==> src/rtl/rtt_pkg.sv <==
// Shared constants and types for the request timeout tracker.
package rtt_pkg;

   localparam int ID_W           = 6;
   localparam int SPAN_W         = 32;
   localparam int EVT_TIME_W     = 32;
   localparam int DEF_NUM_IDS    = 64;
   localparam int DEF_TIME_WIDTH = 32;
   localparam logic [SPAN_W-1:0] SPAN_RESET = SPAN_W'(3);

   localparam logic ACT_START = 1'b0;
   localparam logic ACT_END   = 1'b1;

   typedef struct packed {
      logic            pop;     // drop head, whole row shifts down
      logic            apply;   // remove matching id and/or append
      logic            del_en;  // removal of a matching id is allowed
      logic            add_en;  // append new entry at the tail
      logic [ID_W-1:0] id;
   } cell_cmd_type;

endpackage

==> src/rtl/rtt_cell.sv <==
// One slot of the ordered request row: id, start stamp and occupancy.
module rtt_cell import rtt_pkg::*; #(
   parameter int TIME_WIDTH = DEF_TIME_WIDTH
) (
   input  logic                  clock,
   input  logic                  reset,
   input  cell_cmd_type          cmd,
   input  logic [TIME_WIDTH-1:0] new_stamp,
   input  logic                  prev_valid,
   input  logic                  up_valid,
   input  logic [ID_W-1:0]       up_id,
   input  logic [TIME_WIDTH-1:0] up_stamp,
   input  logic                  found_in,
   input  logic                  found_all,
   output logic                  found_out,
   output logic                  valid,
   output logic [ID_W-1:0]       id,
   output logic [TIME_WIDTH-1:0] stamp
);

   logic                  valid_ff, valid_in;
   logic [ID_W-1:0]       id_ff, id_in;
   logic [TIME_WIDTH-1:0] stamp_ff, stamp_in;
   logic                  match, shift, add;

   always_comb begin
      match     = valid_ff && (id_ff == cmd.id) && cmd.del_en;
      found_out = found_in | match;
      shift     = cmd.pop | (cmd.apply & found_out);
      // tail slot: last occupied one if a removal compacts the row, else first free one
      add       = cmd.apply & cmd.add_en &
                  (found_all ? (valid_ff & ~up_valid) : (~valid_ff & prev_valid));
      valid_in  = valid_ff;
      id_in     = id_ff;
      stamp_in  = stamp_ff;
      if (add) begin
         valid_in = 1'b1;
         id_in    = cmd.id;
         stamp_in = new_stamp;
      end else if (shift) begin
         valid_in = up_valid;
         id_in    = up_id;
         stamp_in = up_stamp;
      end
   end

   always_ff @(posedge clock) begin
      if (reset) begin
         valid_ff <= 1'b0;
      end else begin
         valid_ff <= valid_in;
      end
      id_ff    <= id_in;
      stamp_ff <= stamp_in;
   end

   assign valid = valid_ff;
   assign id    = id_ff;
   assign stamp = stamp_ff;

endmodule

==> src/rtl/request_timeout_tracker.sv <==
// Request timeout tracker: a row of NUM_IDS cells holds outstanding requests oldest first.
// An accepted event first pops every expired request it reveals from the head cell, one
// entry a cycle while the result side is ready (a stall holds the pop), and the start/end
// action is then applied to the whole row at once. An expired request is reported when its
// start stamp lies more than timeout_span below the event time; the last report of an event
// carries tlast.
module request_timeout_tracker import rtt_pkg::*; #(
   parameter int NUM_IDS    = DEF_NUM_IDS,
   parameter int TIME_WIDTH = DEF_TIME_WIDTH
) (
   input  logic              clock,
   input  logic              reset,
   input  logic              req_tvalid,
   output logic              req_tready,
   input  logic [39:0]       req_tdata,   // event_id[5:0], event_time[37:6], zero[39:38]
   input  logic              req_tuser,   // action: 0 start, 1 end
   output logic              rsp_tvalid,
   input  logic              rsp_tready,
   output logic [39:0]       rsp_tdata,   // expired_id[5:0], detected_at[37:6], zero[39:38]
   output logic              rsp_tlast,
   input  logic              csr_valid,
   output logic              csr_ready,
   input  logic [SPAN_W-1:0] csr_data     // timeout_span
);

   localparam int CMP_W = (TIME_WIDTH > SPAN_W) ? TIME_WIDTH : SPAN_W;

   typedef enum logic {ST_IDLE, ST_RUN} state_type;

   state_type             state_ff;
   logic                  act_ff;
   logic [ID_W-1:0]       id_ff;
   logic [TIME_WIDTH-1:0] now_ff;
   logic [SPAN_W-1:0]     span_ff;
   logic                  rsp_valid_ff;
   logic [ID_W-1:0]       rsp_id_ff;
   logic [EVT_TIME_W-1:0] rsp_time_ff;
   logic                  rsp_last_ff;

   logic                  valid_w [NUM_IDS];
   logic [ID_W-1:0]       id_w    [NUM_IDS];
   logic [TIME_WIDTH-1:0] stamp_w [NUM_IDS];
   logic                  found_w [NUM_IDS+1];

   cell_cmd_type          cmd;
   logic                  head_exp, second_exp, out_free, id_ok;
   logic [TIME_WIDTH-1:0] diff0, diff1;

   assign out_free = ~rsp_valid_ff | rsp_tready;
   assign id_ok    = 32'(id_ff) < NUM_IDS;

   always_comb begin
      diff0      = now_ff - stamp_w[0];
      diff1      = now_ff - stamp_w[1];
      head_exp   = valid_w[0] && (now_ff >= stamp_w[0]) &&
                   (CMP_W'(diff0) > CMP_W'(span_ff));
      second_exp = valid_w[1] && (now_ff >= stamp_w[1]) &&
                   (CMP_W'(diff1) > CMP_W'(span_ff));
      cmd.pop    = (state_ff == ST_RUN) & head_exp & out_free;
      cmd.apply  = (state_ff == ST_RUN) & ~head_exp;
      cmd.del_en = id_ok;
      cmd.add_en = id_ok & (act_ff == ACT_START);
      cmd.id     = id_ff;
   end

   assign found_w[0] = 1'b0;

   for (genvar i = 0; i < NUM_IDS; i++) begin : g_cell
      logic                  up_valid;
      logic [ID_W-1:0]       up_id;
      logic [TIME_WIDTH-1:0] up_stamp;
      logic                  prev_valid;

      if (i == NUM_IDS - 1) begin : g_end
         assign up_valid = 1'b0;
         assign up_id    = id_w[i];
         assign up_stamp = stamp_w[i];
      end else begin : g_mid
         assign up_valid = valid_w[i+1];
         assign up_id    = id_w[i+1];
         assign up_stamp = stamp_w[i+1];
      end
      if (i == 0) begin : g_first
         assign prev_valid = 1'b1;
      end else begin : g_rest
         assign prev_valid = valid_w[i-1];
      end

      rtt_cell #(.TIME_WIDTH(TIME_WIDTH)) u_cell (
         .clock      (clock),
         .reset      (reset),
         .cmd        (cmd),
         .new_stamp  (now_ff),
         .prev_valid (prev_valid),
         .up_valid   (up_valid),
         .up_id      (up_id),
         .up_stamp   (up_stamp),
         .found_in   (found_w[i]),
         .found_all  (found_w[NUM_IDS]),
         .found_out  (found_w[i+1]),
         .valid      (valid_w[i]),
         .id         (id_w[i]),
         .stamp      (stamp_w[i])
      );
   end

   always_ff @(posedge clock) begin
      if (reset) begin
         state_ff     <= ST_IDLE;
         span_ff      <= SPAN_RESET;
         rsp_valid_ff <= 1'b0;
      end else begin
         if (csr_valid) begin
            span_ff <= csr_data;
         end
         unique case (state_ff)
            ST_IDLE: begin
               if (req_tvalid) begin
                  state_ff <= ST_RUN;
               end
            end
            ST_RUN: begin
               if (!head_exp) begin
                  state_ff <= ST_IDLE;
               end
            end
            default: state_ff <= ST_IDLE;
         endcase
         if (cmd.pop) begin
            rsp_valid_ff <= 1'b1;
         end else if (rsp_tready) begin
            rsp_valid_ff <= 1'b0;
         end
      end
      if (state_ff == ST_IDLE && req_tvalid) begin
         act_ff <= req_tuser;
         id_ff  <= req_tdata[ID_W-1:0];
         now_ff <= TIME_WIDTH'(req_tdata[ID_W +: EVT_TIME_W]);
      end
      if (cmd.pop) begin
         rsp_id_ff   <= id_w[0];
         rsp_time_ff <= EVT_TIME_W'(now_ff);
         rsp_last_ff <= ~second_exp;
      end
   end

   assign req_tready = (state_ff == ST_IDLE);
   assign csr_ready  = 1'b1;
   assign rsp_tvalid = rsp_valid_ff;
   assign rsp_tdata  = {2'b00, rsp_time_ff, rsp_id_ff};
   assign rsp_tlast  = rsp_last_ff;

endmodule

==> config.mk <==
export PLATFORM = sky130hd
export DESIGN_NAME = request_timeout_tracker
export DESIGN_NICKNAME = d
export VERILOG_FILES = /design/src/rtl/rtt_pkg.sv /design/src/rtl/rtt_cell.sv /design/src/rtl/request_timeout_tracker.sv
export SDC_FILE = /design/constraint.sdc
export NUM_CORES = 2
export LEC_CHECK = 0
export BUFFER_PORTS_ARGS = -buffer_cell sky130_fd_sc_hd__buf_2
export CORE_MARGIN = 3
export CORE_UTILIZATION = 52
export DETAILED_ROUTE_END_ITERATION = 6
export PLACE_DENSITY = 0.7
export SETUP_SLACK_MARGIN = 0.2
export SLEW_MARGIN = 5
export SYNTH_ARGS = -nofsm -noshare
export SYNTH_HDL_FRONTEND = slang
export SYNTH_SLANG_ARGS = --single-unit
==> constraint.sdc <==
create_clock -name clock -period 8.45 [get_ports clock]
set_input_delay 1.69 -clock clock [delete_from_list [all_inputs] [get_ports clock]]
set_output_delay 1.69 -clock clock [all_outputs]
set_load 0.01 [all_outputs]
==> flow_summary_export.csv <==
group,metric,value,unit
clock_tree,cts_buffers,291,
placement,pre_cts_slack,0.629,ns
sta,fmax,126,MHz
logic_synthesis,synth_top_area_frac,0.604,
critical_path,cp-start-kind,"register",
floorplanning,die_area,246000,µm²
logic_synthesis,yosys-top-cells-area,"edfxtp_1 60%, mux2_4 12%, mux2_2 7.7%",
floorplanning,start_util,0.524,
critical_path,worst_path_most_repeated_cell,"inv_1",
flow_run,maxCapViolations,0,
finish,drive_gt1_frac,0.364,
clock_tree,htree_levels,5,
sta,tns,0,ns
hold_path,hp-start,"g_cell[0].u_cell.id[3]",
sta,rsz0062_at_grt,"no",
routing,num_vias,61700,
clock_tree,cts-root-buf,"clkbuf_16",
logic_synthesis,async_flop_share,0,
critical_path,critPathMaxFanout,38,
floorplanning,io_pins,122,
floorplanning,fp.dieH,496,µm
logic_synthesis,postSynthAreaPerCell,17.0,µm²
logic_synthesis,yosysMostFrequentCell,"edfxtp_1",
clock_tree,post-cts-setup-buffers,0,
grt,antenna_found_initial,24,
pwr,power.clock.fraction,0.439,
clock_tree,cts_resized,0,
routing,wl,264000,µm
routing,drt_iter0_markers,4846,
critical_path,r2r-start,"now_ff[0]",
logic_synthesis,synth_area,125000,µm²
critical_path,critPathSlowestCell,"a211oi_2",
clock_tree,cts.sinks,2608,
floorplanning,die_w,496,µm
sta,hold_violations,0,
finish,syn_to_final_growth,10.6,%
clock_tree,worstSkewPairLatency,0.92,ns
grt,met2_usage,0.339,
logic_synthesis,yosysWarnings,0,
sta,setup_ws,0.494,ns
grt,grt_pass1_wl,401000,µm
pwr,pwr_density_cell,195,nW/µm²
critical_path,r2r_slack,0.49,ns
sta,finalMaxSlewViolations,0,
placement,place_hpwl,169000,µm
grt,grt_pass1_vias,63300,
grt,grt_util_met1,0.305,
routing,antenna_left,0,
hold_path,min_path_type,"register to register",
grt,grt_util_all_layers,0.213,
grt,grt.met3_usage,0.0331,
routing,drtPass1Iterations,5,
clock_tree,cts_tree,"done",
floorplanning,coreArea,238000,µm²
finish,nets,7616,
logic_synthesis,ys_seq_area_frac,0.620,
critical_path,arrival,8.49,ns
run_status,status,"finished clean",
pwr,seqPwrFrac,0.522,
grt,grt_start_max_net_pins,129,
critical_path,cp.required,8.98,ns
logic_synthesis,syn_inst,7351,
logic_synthesis,ys_ff_latch,2608,
placement,portBuffers,116,
routing,drc,0,
logic_synthesis,synth_common_cells,"2510 x edfxtp_1, 1028 x mux2_4, 849 x mux2_2",
logic_synthesis,synth_top_cell_by_area,"edfxtp_1",
hold_path,hold_path_end,"rsp_id_ff[3]",
pwr,p_int,0.0213,W
critical_path,max_stage_delay,0.59,ns
sta,setup_viol,0,
grt,grt_overflow,0,
hold_path,hold_depth,0,
pwr,static-leakage-power,51.1,nW
pwr,vdd_ir_drop_max,0.000229,V
pwr,power_switching,0.00569,W
routing,drt-vias-per-instance,5.72,
floorplanning,num_rows,179,
placement,gp_congestion,0.880,
critical_path,r2r-end,"g_cell[62].u_cell.stamp[27]",
critical_path,end_kind,"register",
pwr,swShare,0.211,
logic_synthesis,ys.flop_type,"edfxtp_1",
sta,worst_slew_pin_slew,1.15,ns
sta,post-route-period-util,0.942,
critical_path,path_class,"register to register",
logic_synthesis,synth_edf_count,2510,
clock_tree,clkSlewWorstSetupHoldPaths,0.06,ns
sta,fin_crit,7.96,ns
clock_tree,cts_hold_buf,0,
grt,grt_busiest_layer,"met2",
sta,fin_skew,0.0819,ns
routing,wl_per_cell,24.5,µm
pwr,pwr-share-comb,0.038,
clock_tree,cts_buffer_depth,4,
sta,slew_headroom,0.230,
critical_path,worstRegToRegCells,25,
logic_synthesis,synthDistinctLibCells,78,
power groups by stage:
stage / sequential, W / combinational, W / clock, W
final: 0.0141 / 0.00103 / 0.0119
after global routing: 0.0141 / 0.00111 / 0.0126
after CTS: 0.0141 / 0.00103 / 0.0121
after detailed placement: 0.0144 / 0.00103 / 0
after global placement: 0.0144 / 0.00102 / 0
after floorplan: 0.0143 / 0.000648 / 0
registers in the layout, summed over array words and instances (netlist names):
signal,count
rsp_tvalid,1
g_cell.u_cell.valid,64
id_ff,6
span_ff,32
now_ff,32
g_cell.u_cell.stamp,2048
rsp_tlast,1
rsp_time_ff,32
act_ff,1
rsp_id_ff,6
state_ff,1
g_cell.u_cell.id,384
worst max path at each step:
stage / startpoint / end / slack (ns) / cells after the start
global route: g_cell[0].u_cell.stamp[1] / g_cell[17].u_cell.stamp[16] / 0.26 / 25
global placement: g_cell[0].u_cell.stamp[1] / g_cell[42].u_cell.stamp[19] / 0.62 / 28
finish: now_ff[0] / g_cell[62].u_cell.stamp[27] / 0.49 / 25
detailed placement: g_cell[0].u_cell.stamp[1] / g_cell[42].u_cell.stamp[7] / 0.63 / 28
CTS: g_cell[0].u_cell.stamp[1] / g_cell[42].u_cell.stamp[11] / 0.58 / 28
floorplan: now_ff[0] / g_cell[16].u_cell.id[0] / 0.60 / 27
through the flow:
stage / cells / utilization / hold WS [ns] / total power [W] / area, µm²
3_5_place_dp: 10300 / 0.542 / 0.468 / 0.0154 / 129000
6_report: 10800 / 0.579 / 0.478 / 0.0270 / 138000
4_1_cts: 10800 / 0.579 / 0.481 / 0.0273 / 138000
2_1_floorplan: 7352 / - / 0.428 / 0.0150 / 125000
5_1_grt: 10800 / 0.579 / 0.492 / 0.0278 / 138000
3_3_place_gp: 10300 / 0.542 / 0.470 / 0.0154 / 129000
critical path, delay by kind of cell (launching register included):
family          cells  cell delay (ns)
compound gates     11             3.00
simple gates        5             1.92
fa+ha+maj           3             0.89
flops               1             0.41
xor+xnor            1             0.10
buf+inv             5             1.10
routing by layer:
layer	wire length (µm)	part of all wire
met4	6540	0.025
met5	19	0.000072
met3	14000	0.053
met2	123000	0.47
met1	120000	0.45
cells in the final DEF (no fill, tap or decap), drive strengths merged, types with 25 or more instances in the layout:
master,instances
edfxtp,2510
nor4,66
mux2i,156
nor2b,25
mux2,2394
clkinv,104
clkbuf,361
inv,125
nand2,81
a21o,30
ha,128
o21ai,74
nor3b,67
a21oi,161
nand4,92
dfxtp,98
buf,372
xnor2,232
nand2b,41
xor2,205
nor2,106
cell type report:
type	count	area (µm²)
clock inverters	133	1080
clock buffers	361	7700
multi-input cells	4018	44100
repair buffers	372	3430
inverters	117	444
diodes	6	15.0
flip-flops and latches	2608	77300
well taps	3167	3960
fillers	17800	100000
cell families after synthesis:
group	Yosys count	synth area share
AOI/OAI and AO/OA	342	0.0164
xor gates and xnor gates	437	0.0307
adders and majority gates	130	0.0132
buffers and inverters	726	0.0333
DFF	2608	0.620
muxes	2550	0.260
other	2	0.0000602
and+or+nand+nor	556	0.0265
(Power assumes the default switching activity.)
